**config.mk**
```make
export PLATFORM = sky130hd
export DESIGN_NAME = grouped_ack_collector
export DESIGN_NICKNAME = d
export VERILOG_FILES = /design/src/rtl/core/gac_pkg.sv /design/src/rtl/core/gac_datapath.sv /design/src/rtl/core/gac_ctrl.sv /design/src/rtl/core/grouped_ack_collector.sv
export SDC_FILE = /design/constraint.sdc
export NUM_CORES = 2
export LEC_CHECK = 0
export ABC_AREA = 1
export BUFFER_PORTS_ARGS = -buffer_cell sky130_fd_sc_hd__buf_2
export CAP_MARGIN = 40
export CORE_MARGIN = 5
export CORE_UTILIZATION = 57
export DETAILED_ROUTE_END_ITERATION = 8
export PLACE_DENSITY_LB_ADDON = 0.3
export SYNTH_ARGS = -nofsm -noshare
export SYNTH_HDL_FRONTEND = slang
export SYNTH_SLANG_ARGS = --single-unit
```
**constraint.sdc**
```tcl
create_clock -name i_clk -period 9.4 [get_ports i_clk]
set_input_delay 0 -clock i_clk [delete_from_list [all_inputs] [get_ports i_clk]]
set_output_delay 0 -clock i_clk [all_outputs]
set_load 0.01 [all_outputs]
```
**src/rtl/core/gac_pkg.sv**
```systemverilog
package gac_pkg;

    // result status codes
    localparam logic [2:0] ST_APPENDED   = 3'd0;
    localparam logic [2:0] ST_NEW_GROUP  = 3'd1;
    localparam logic [2:0] ST_COMPLETED  = 3'd2;
    localparam logic [2:0] ST_TABLE_FULL = 3'd3;
    localparam logic [2:0] ST_GROUP_FULL = 3'd4;
    localparam logic [2:0] ST_SWEEP      = 3'd5;
    localparam logic [2:0] ST_NONE       = 3'd6;

    // item modes
    localparam logic MODE_RECORD = 1'b0;
    localparam logic MODE_SWEEP  = 1'b1;

    // stored acknowledgment payload: sender, receiver, stamp
    localparam int ACK_W = 22 + 22 + 32;

    typedef struct packed {
        logic        mode;
        logic [15:0] msg_id;
        logic [21:0] sender_id;
        logic [21:0] receiver_id;
        logic [31:0] stamp;
    } t_in_item;

    typedef struct packed {
        logic [2:0]  status;
        logic [15:0] out_msg_id;
        logic [21:0] out_sender;
        logic [21:0] out_receiver;
        logic [31:0] out_stamp;
        logic        last;
    } t_out_item;

    // controller to datapath commands
    typedef struct packed {
        logic in_load;
        logic mask_load;
        logic rec_commit;
        logic rec_hit;
        logic rec_take;
        logic sw_read;
        logic sw_emit;
        logic sw_last;
        logic sw_done;
        logic none_emit;
    } t_dp_cmd;

    // datapath to controller status
    typedef struct packed {
        logic in_mode;
        logic grp_match;
        logic grp_free;
        logic mask_any;
        logic rest_zero;
        logic out_free;
    } t_dp_stat;

endpackage

```
**src/rtl/core/gac_datapath.sv**
```systemverilog
module gac_datapath #(
    parameter int GROUPS         = 8,
    parameter int ACKS_PER_GROUP = 5
) (
    input  logic               i_clk,
    input  logic               i_rst_n,
    input  gac_pkg::t_in_item  i_in_item,
    input  logic               i_out_stall,
    output logic               o_out_valid,
    output gac_pkg::t_out_item o_out_item,
    input  gac_pkg::t_dp_cmd   i_cmd,
    input  logic [((GROUPS > 1) ? $clog2(GROUPS) : 1)-1:0] i_grp,
    input  logic [$clog2(ACKS_PER_GROUP)-1:0]              i_slot,
    output gac_pkg::t_dp_stat  o_stat,
    output logic [((GROUPS > 1) ? $clog2(GROUPS) : 1)-1:0] o_mask_low
);
    import gac_pkg::*;

    localparam int GW    = (GROUPS > 1) ? $clog2(GROUPS) : 1;
    localparam int CW    = $clog2(ACKS_PER_GROUP + 1);
    localparam int SLOTS = GROUPS * ACKS_PER_GROUP;
    localparam int AW    = $clog2(SLOTS);

    // per-group state: owner id and fill count (zero means free)
    logic [15:0]      r_gid [GROUPS];
    logic [CW-1:0]    r_cnt [GROUPS];
    logic [GROUPS-1:0] r_mask;
    logic [GROUPS-1:0] w_full;

    // captured input item
    t_in_item r_item;

    // acknowledgment store and its read register
    logic [ACK_W-1:0] r_mem [SLOTS];
    logic [ACK_W-1:0] r_rd;

    // output register
    logic      r_out_valid;
    t_out_item r_out;

    logic [CW-1:0]  w_cnt;
    logic [AW-1:0]  w_base;
    logic [AW-1:0]  w_waddr;
    logic [AW-1:0]  w_raddr;
    logic           w_we;
    logic [2:0]     w_rec_status;
    logic [GROUPS-1:0] w_rest;
    logic           w_out_free;

    assign w_cnt  = r_cnt[i_grp];
    assign w_base = AW'(i_grp * ACKS_PER_GROUP);

    // full-group vector for the sweep
    always_comb begin
        for (int g = 0; g < GROUPS; g++) begin
            w_full[g] = (r_cnt[g] == CW'(ACKS_PER_GROUP));
        end
    end

    // lowest pending group of the sweep
    always_comb begin
        o_mask_low = '0;
        for (int g = GROUPS - 1; g >= 0; g--) begin
            if (r_mask[g]) begin
                o_mask_low = GW'(g);
            end
        end
    end

    always_comb begin
        w_rest        = r_mask;
        w_rest[i_grp] = 1'b0;
    end

    // record decision
    always_comb begin
        w_we         = 1'b0;
        w_waddr      = w_base;
        w_rec_status = ST_TABLE_FULL;
        if (r_item.msg_id == 16'd0) begin
            w_rec_status = ST_TABLE_FULL;
        end else if (i_cmd.rec_hit) begin
            if (w_cnt == CW'(ACKS_PER_GROUP)) begin
                w_rec_status = ST_GROUP_FULL;
            end else begin
                w_we    = 1'b1;
                w_waddr = w_base + AW'(w_cnt);
                w_rec_status = (w_cnt == CW'(ACKS_PER_GROUP - 1)) ? ST_COMPLETED : ST_APPENDED;
            end
        end else if (i_cmd.rec_take) begin
            w_we         = 1'b1;
            w_rec_status = ST_NEW_GROUP;
        end
    end

    assign w_raddr    = w_base + AW'(i_slot);
    assign w_out_free = !r_out_valid || !i_out_stall;

    // status to controller
    always_comb begin
        o_stat.in_mode   = i_in_item.mode;
        o_stat.grp_match = (w_cnt != '0) && (r_gid[i_grp] == r_item.msg_id);
        o_stat.grp_free  = (w_cnt == '0);
        o_stat.mask_any  = |r_mask;
        o_stat.rest_zero = (w_rest == '0);
        o_stat.out_free  = w_out_free;
    end

    // input capture
    always_ff @(posedge i_clk) begin
        if (i_cmd.in_load) begin
            r_item <= i_in_item;
        end
    end

    // group counts and sweep mask
    always_ff @(posedge i_clk) begin
        if (!i_rst_n) begin
            for (int g = 0; g < GROUPS; g++) begin
                r_cnt[g] <= '0;
            end
            r_mask <= '0;
        end else begin
            if (i_cmd.mask_load) begin
                r_mask <= w_full;
            end
            if (i_cmd.rec_commit && w_we) begin
                r_cnt[i_grp] <= w_cnt + CW'(1);
            end
            if (i_cmd.sw_done) begin
                r_cnt[i_grp]  <= '0;
                r_mask[i_grp] <= 1'b0;
            end
        end
    end

    // group owner ids
    always_ff @(posedge i_clk) begin
        if (i_cmd.rec_commit && w_we && !i_cmd.rec_hit) begin
            r_gid[i_grp] <= r_item.msg_id;
        end
    end

    // acknowledgment store
    always_ff @(posedge i_clk) begin
        if (i_cmd.rec_commit && w_we) begin
            r_mem[w_waddr] <= {r_item.sender_id, r_item.receiver_id, r_item.stamp};
        end
        if (i_cmd.sw_read) begin
            r_rd <= r_mem[w_raddr];
        end
    end

    // output register
    always_ff @(posedge i_clk) begin
        if (!i_rst_n) begin
            r_out_valid <= 1'b0;
        end else if (i_cmd.rec_commit || i_cmd.sw_emit || i_cmd.none_emit) begin
            r_out_valid <= 1'b1;
        end else if (!i_out_stall) begin
            r_out_valid <= 1'b0;
        end
    end

    always_ff @(posedge i_clk) begin
        if (i_cmd.rec_commit) begin
            r_out.status       <= w_rec_status;
            r_out.out_msg_id   <= r_item.msg_id;
            r_out.out_sender   <= r_item.sender_id;
            r_out.out_receiver <= r_item.receiver_id;
            r_out.out_stamp    <= r_item.stamp;
            r_out.last         <= 1'b1;
        end else if (i_cmd.sw_emit) begin
            r_out.status       <= ST_SWEEP;
            r_out.out_msg_id   <= r_gid[i_grp];
            r_out.out_sender   <= r_rd[ACK_W-1 -: 22];
            r_out.out_receiver <= r_rd[ACK_W-23 -: 22];
            r_out.out_stamp    <= r_rd[31:0];
            r_out.last         <= i_cmd.sw_last;
        end else if (i_cmd.none_emit) begin
            r_out.status       <= ST_NONE;
            r_out.out_msg_id   <= '0;
            r_out.out_sender   <= '0;
            r_out.out_receiver <= '0;
            r_out.out_stamp    <= '0;
            r_out.last         <= 1'b1;
        end
    end

    assign o_out_valid = r_out_valid;
    assign o_out_item  = r_out;

endmodule

```
**src/rtl/core/gac_ctrl.sv**
```systemverilog
module gac_ctrl #(
    parameter int GROUPS         = 8,
    parameter int ACKS_PER_GROUP = 5
) (
    input  logic              i_clk,
    input  logic              i_rst_n,
    input  logic              i_in_valid,
    output logic              o_in_stall,
    input  gac_pkg::t_dp_stat i_stat,
    input  logic [((GROUPS > 1) ? $clog2(GROUPS) : 1)-1:0] i_mask_low,
    output gac_pkg::t_dp_cmd  o_cmd,
    output logic [((GROUPS > 1) ? $clog2(GROUPS) : 1)-1:0] o_grp,
    output logic [$clog2(ACKS_PER_GROUP)-1:0]              o_slot
);
    import gac_pkg::*;

    localparam int GW = (GROUPS > 1) ? $clog2(GROUPS) : 1;
    localparam int SW = $clog2(ACKS_PER_GROUP);

    typedef enum logic [5:0] {
        S_IDLE   = 6'b000001,
        S_SCAN   = 6'b000010,
        S_REC    = 6'b000100,
        S_SW_SEL = 6'b001000,
        S_SW_RD  = 6'b010000,
        S_SW_OUT = 6'b100000
    } t_state;

    t_state        r_state, n_state;
    logic [GW-1:0] r_g, n_g;
    logic [SW-1:0] r_s, n_s;
    logic          r_hit, n_hit;
    logic [GW-1:0] r_hit_g, n_hit_g;
    logic          r_have_free, n_have_free;
    logic [GW-1:0] r_free_g, n_free_g;
    logic          w_accept;
    logic          w_slot_last;

    assign o_in_stall  = (r_state != S_IDLE);
    assign w_accept    = i_in_valid && (r_state == S_IDLE);
    assign w_slot_last = (r_s == SW'(ACKS_PER_GROUP - 1));

    // group index toward the datapath
    always_comb begin
        if (r_state == S_REC) begin
            o_grp = r_hit ? r_hit_g : r_free_g;
        end else begin
            o_grp = r_g;
        end
    end
    assign o_slot = r_s;

    // next state and commands
    always_comb begin
        n_state     = r_state;
        n_g         = r_g;
        n_s         = r_s;
        n_hit       = r_hit;
        n_hit_g     = r_hit_g;
        n_have_free = r_have_free;
        n_free_g    = r_free_g;
        o_cmd       = '0;
        o_cmd.rec_hit  = r_hit;
        o_cmd.rec_take = r_have_free;
        case (r_state)
            S_IDLE: begin
                if (w_accept) begin
                    o_cmd.in_load = 1'b1;
                    n_g           = '0;
                    n_hit         = 1'b0;
                    n_have_free   = 1'b0;
                    if (i_stat.in_mode == MODE_SWEEP) begin
                        o_cmd.mask_load = 1'b1;
                        n_state         = S_SW_SEL;
                    end else begin
                        n_state = S_SCAN;
                    end
                end
            end
            S_SCAN: begin
                // one group a cycle, stop at the owner of the id
                if (i_stat.grp_match) begin
                    n_hit   = 1'b1;
                    n_hit_g = r_g;
                    n_state = S_REC;
                end else begin
                    if (i_stat.grp_free && !r_have_free) begin
                        n_have_free = 1'b1;
                        n_free_g    = r_g;
                    end
                    if (r_g == GW'(GROUPS - 1)) begin
                        n_state = S_REC;
                    end else begin
                        n_g = r_g + GW'(1);
                    end
                end
            end
            S_REC: begin
                if (i_stat.out_free) begin
                    o_cmd.rec_commit = 1'b1;
                    n_state          = S_IDLE;
                end
            end
            S_SW_SEL: begin
                if (i_stat.mask_any) begin
                    n_g     = i_mask_low;
                    n_s     = '0;
                    n_state = S_SW_RD;
                end else if (i_stat.out_free) begin
                    o_cmd.none_emit = 1'b1;
                    n_state         = S_IDLE;
                end
            end
            S_SW_RD: begin
                o_cmd.sw_read = 1'b1;
                n_state       = S_SW_OUT;
            end
            S_SW_OUT: begin
                if (i_stat.out_free) begin
                    o_cmd.sw_emit = 1'b1;
                    o_cmd.sw_last = w_slot_last && i_stat.rest_zero;
                    if (w_slot_last) begin
                        o_cmd.sw_done = 1'b1;
                        n_state       = i_stat.rest_zero ? S_IDLE : S_SW_SEL;
                    end else begin
                        n_s     = r_s + SW'(1);
                        n_state = S_SW_RD;
                    end
                end
            end
            default: begin
                n_state = S_IDLE;
            end
        endcase
    end

    always_ff @(posedge i_clk) begin
        if (!i_rst_n) begin
            r_state     <= S_IDLE;
            r_g         <= '0;
            r_s         <= '0;
            r_hit       <= 1'b0;
            r_hit_g     <= '0;
            r_have_free <= 1'b0;
            r_free_g    <= '0;
        end else begin
            r_state     <= n_state;
            r_g         <= n_g;
            r_s         <= n_s;
            r_hit       <= n_hit;
            r_hit_g     <= n_hit_g;
            r_have_free <= n_have_free;
            r_free_g    <= n_free_g;
        end
    end

endmodule

```
**src/rtl/core/grouped_ack_collector.sv**
```systemverilog
// record beat: accept, then a scan of the groups in order (up to GROUPS, stopping at the
// owner of the id), then a commit that registers the result once the output is free
// sweep beat: a select step per complete group plus a store read and an output step
// per emitted acknowledgment; the group scan and the single store read port set the pace
// one item in flight at a time; the next is taken once the previous one is committed
// synchronous active-low reset frees every group and empties the output; no clearing pass
module grouped_ack_collector #(
    parameter int GROUPS         = 8,
    parameter int ACKS_PER_GROUP = 5
) (
    input  logic               i_clk,
    input  logic               i_rst_n,
    input  logic               i_in_valid,
    output logic               o_in_stall,
    input  gac_pkg::t_in_item  i_in_item,
    output logic               o_out_valid,
    input  logic               i_out_stall,
    output gac_pkg::t_out_item o_out_item
);
    import gac_pkg::*;

    localparam int GW = (GROUPS > 1) ? $clog2(GROUPS) : 1;
    localparam int SW = $clog2(ACKS_PER_GROUP);

    t_dp_cmd       w_cmd;
    t_dp_stat      w_stat;
    logic [GW-1:0] w_grp;
    logic [GW-1:0] w_mask_low;
    logic [SW-1:0] w_slot;

    // sequencer
    gac_ctrl #(
        .GROUPS         (GROUPS),
        .ACKS_PER_GROUP (ACKS_PER_GROUP)
    ) u_ctrl (
        .i_clk      (i_clk),
        .i_rst_n    (i_rst_n),
        .i_in_valid (i_in_valid),
        .o_in_stall (o_in_stall),
        .i_stat     (w_stat),
        .i_mask_low (w_mask_low),
        .o_cmd      (w_cmd),
        .o_grp      (w_grp),
        .o_slot     (w_slot)
    );

    // group table, store and output register
    gac_datapath #(
        .GROUPS         (GROUPS),
        .ACKS_PER_GROUP (ACKS_PER_GROUP)
    ) u_dp (
        .i_clk       (i_clk),
        .i_rst_n     (i_rst_n),
        .i_in_item   (i_in_item),
        .i_out_stall (i_out_stall),
        .o_out_valid (o_out_valid),
        .o_out_item  (o_out_item),
        .i_cmd       (w_cmd),
        .i_grp       (w_grp),
        .i_slot      (w_slot),
        .o_stat      (w_stat),
        .o_mask_low  (w_mask_low)
    );

endmodule

```
==> key figures <==
Status
  • Status: finished clean

Timing
  • Actual slew at the worst max-slew pin: around 1.1 ns
  • Final hold viol count: 0
  • Final period utilization: about two thirds
  • Fin Setup TNS: 0 ns
  • Fmax: around 160 MHz
  • Min Tclk post-route: between 6 and 7 ns
  • Final setup vio count: 0
  • Fin worst setup slack: ~3.1 ns
  • Max-slew violations: 0
  • Relative slew slack: around a quarter
  • Hold_ws: just over 0.1 ns
  • Clk_skew: just under 0.08 ns
  • Setup repair after global routing missed its margin: false

GRT
  • Largest net degree at the start of global routing: about 220
  • GRT Total Usage: 28.3%
  • Vias in the first global route: between 80000 and 90000
  • Grt ovf: 0
  • Initial antenna violation count: 5
  • First-pass GRT wire length: 530000 um

Synthesis
  • Largest family of logic cells by synthesized area: compound AO/OA/AOI/OAI gates
  • Adder-cell share of the synthesized area: less than 1%
  • Yosys top cell area share: between 70% and 80%
  • EDFF count, synth: between 3000 and 4000
  • Ys flop type: edfxtp_1
  • Cell Area, Synth: around 0.14 sq mm
  • Top cells by area, synth: edfxtp_1 76%, mux2i_1 4.5%, o221ai_1 3.9%, nor2_1 3.3%, o21ai_0 3.0%
  • Register area share after synthesis: approximately 77%
  • Async S/R FF share, synth: 0%
  • Count leader, synth: edfxtp_1
  • Post-synthesis xor/xnor area fraction: less than 1%
  • Synth Area per Inst: 15.1 sq um
  • Post-synthesis instance total: between 9000 and 10000
  • Mux share of post-synthesis cell area: under 10%
  • Ys Warns: 0
  • Mapped Nets: between 9000 and 10000
  • Synth cell count leaders: 3455 x edfxtp_1, 1185 x nor2_1, 809 x o21ai_0
  • Yosys top cell by area: edfxtp_1
  • Simple-gate share of the synthesized area: under 10%
  • Distinct cells, synth: 53
  • Synth Register Bits: about 3500
  • Complex-gate fraction of the synthesized area: 9.61%

Min path
  • Worst Hold Class: primary input to register

Placed design
  • Post-Place Setup Slack: 3.28 ns
  • DP HPWL: 187000 um
  • Port Buffers: 194
  • Routability cong.: roughly 0.83
  • Placed Cells: between 10000 and 15000

Die
  • Rows: 179
  • Die Y: between 400 and 500 um
  • Die area: 0.249 sq mm
  • Starting Density: about 57%
  • Die W: ~500 um
  • Boundary pin count: 195
  • Area of the core: ~0.24 sq mm

Clock tree
  • Cts hold-fix bufs: 194
  • H-tree levels: 5
  • Clk Latency, worst-skew pair: 0.98 ns
  • Clk slew on worst S/H paths: 0.06 ns
  • TritonCTS Buffers: approximately 360
  • Root buffer cell: clkbuf_16
  • CTS resizes: 0
  • Postcts setup bufs: 0
  • CTS tree: yes
  • Clk buf depth: 4
  • CTS Sinks: ~3500

Cells and area
  • Register area: roughly 0.10 sq mm
  • Share of layout cells above drive strength 1: 11.0%
  • Multi-input gate area: roughly 0.03 sq mm
  • Fillers: roughly 16000
  • Nets@finish: roughly 9500
  • Fin cells: about 13000
  • Final Util: around 65%
  • Layout area overhead: 14.1%

Critical path
  • Worst path arrival time: ~6.8 ns
  • Setup CP Type: register to register
  • Worst EP required: between 9 and 10 ns
  • Crit. End Element: register
  • Crit start category: register
  • Worst-path fanout max: 31

Power and ir drop
  • Lkg Pwr: around 50 nW
  • Maximum vdd drop: ~0.27 mV
  • Power Density: between 200 and 300 mW/mm^2

Routing
  • Routed via count: about 84000
  • Drt drc: 0
  • Vias per Instance: 6.56
  • Routed Antenna Nets: 0
  • Final wirelength: between 300000 and 400000 um
  • First-iteration detailed-routing DRC count: between 10000 and 15000
  • Wire per inst: about 28 um
  • DR pass1 iterations: 6

Flow run
  • Max-cap violations: 0
==> final cells by class <==
| class | count | share of cell area [%] |
|---|---|---|
| Antenna cell | 2 | 0.00322 |
| Sequential cell | 3485 | 67.2 |
| Clock inverter | 173 | 1.00 |
| Clock buffer | 441 | 6.05 |
| Tap cell | 3167 | 2.55 |
| Inverter | 127 | 0.328 |
| Timing Repair Buffer | 666 | 4.10 |
| Multi-Input combinational cell | 4790 | 18.8 |
==> power breakdown <==
group	leakage [nW]	total [W]	switching (W)	internal, W
Clock	5.37	0.0135	0.00565	0.00782
Sequential	31.5	0.0180	0.000166	0.0178
Combinational	12.8	0.0116	0.00807	0.00352
Total	49.7	0.0430	0.0139	0.0291
==> final timing paths <==
check / slack [ns] / end / start / cells after the start
hold reg to reg: 0.46 / u_ctrl.r_free_g[2] / u_ctrl.r_free_g[2] / 2
hold / removal: 0.10 / u_ctrl.r_g[0] / i_rst_n / 4
setup / recovery: 3.14 / u_dp.r_mem[26][53] / u_ctrl.r_hit / 24
setup reg to reg: 3.14 / u_dp.r_mem[26][53] / u_ctrl.r_hit / 24
==> routing by layer <==
metal / part of all wire [%] / GRT usage, % / up-vias
met5: 0 / 0 / -
met4: 3.1 / 8.97 / 0
met3: 11 / 5.11 / 753
met2: 47 / 44.5 / 5450
met1: 39 / 40.7 / 42200
li1: - / - / 35900
==> cell usage in the layout (no fill, tap or decap), drive strengths merged, types with 2 or more instances in the layout <==
| master | instances |
|---|---|
| edfxtp | 3455 |
| nor2 | 1196 |
| o21ai | 827 |
| mux2i | 608 |
| o221ai | 608 |
| nand2 | 491 |
| buf | 471 |
| clkbuf | 441 |
| nand3 | 388 |
| dlygate4sd3 | 194 |
| a21oi | 170 |
| o32ai | 152 |
| clkinv | 135 |
| inv | 131 |
| nor3 | 107 |
| a31oi | 79 |
| a22o | 76 |
| dfxtp | 30 |
| bufinv | 28 |
| nand4 | 18 |
| ha | 16 |
| o22ai | 12 |
| a221oi | 7 |
| xor2 | 7 |
| clkinvlp | 6 |
| a211oi | 5 |
| nand3b | 5 |
| nor4 | 4 |
| o211ai | 3 |
| o31ai | 3 |
| diode | 2 |
| a32o | 2 |
==> critical path, cell delays in order, from the launching register on <==
cell and delay (ns):
dfxtp_1 0.50, inv_2 0.13, nand2_1 0.08, nand2_1 0.07, nand2_1 0.07, nand2_1 0.34, nor2_1 0.82, inv_1 0.10
nor2_1 0.20, inv_1 0.13, o22ai_1 0.13, nor2_1 0.07, nand4_1 0.15, inv_1 0.12, ha_1 0.24, ha_1 0.20
inv_1 0.06, nand2_2 0.07, nand2_1 0.08, nand3_2 0.12, nand2_1 0.16, nand3_1 0.38, nor3_2 0.32, buf_4 0.56
buf_4 0.69
==> per-stage QoR <==
step | instance area [sq um] | power (W)
CTS | 155000 | 0.0430
global route | 155000 | 0.0447
floorplan | 136000 | 0.0258
detailed placement | 142000 | 0.0296
global placement | 141000 | 0.0291
finish | 155000 | 0.0430
==> state kept, by name, summed over array words and instances, names as in the netlist <==
| name | cells |
|---|---|
| u_dp.r_rd | 76 |
| u_dp.o_out_item | 96 |
| u_ctrl.r_state | 6 |
| u_dp.r_item | 92 |
| u_dp.r_cnt | 24 |
| u_dp.r_gid | 128 |
| u_ctrl.r_free_g | 3 |
| u_ctrl.r_hit | 1 |
| u_dp.r_mask | 8 |
| u_ctrl.r_have_free | 1 |
| u_ctrl.o_slot | 3 |
| u_dp.o_out_valid | 1 |
| u_ctrl.r_hit_g | 3 |
| u_ctrl.r_g | 3 |
| u_dp.r_mem | 3040 |
==> logic make-up (layout without fill, tap and decap cells) <==
kind of cell,Yosys count,after routing
AO/OA/AOI/OAI,1948,1948
XOR/XNOR,7,7
adder cells (fa/ha/maj),17,17
buffers and inverters,762,1407
flip-flops,3485,3485
multiplexers,608,608
other,0,2
AND/OR/NAND/NOR,2210,2210
Note: power is estimated with default switching activity, not from simulation.
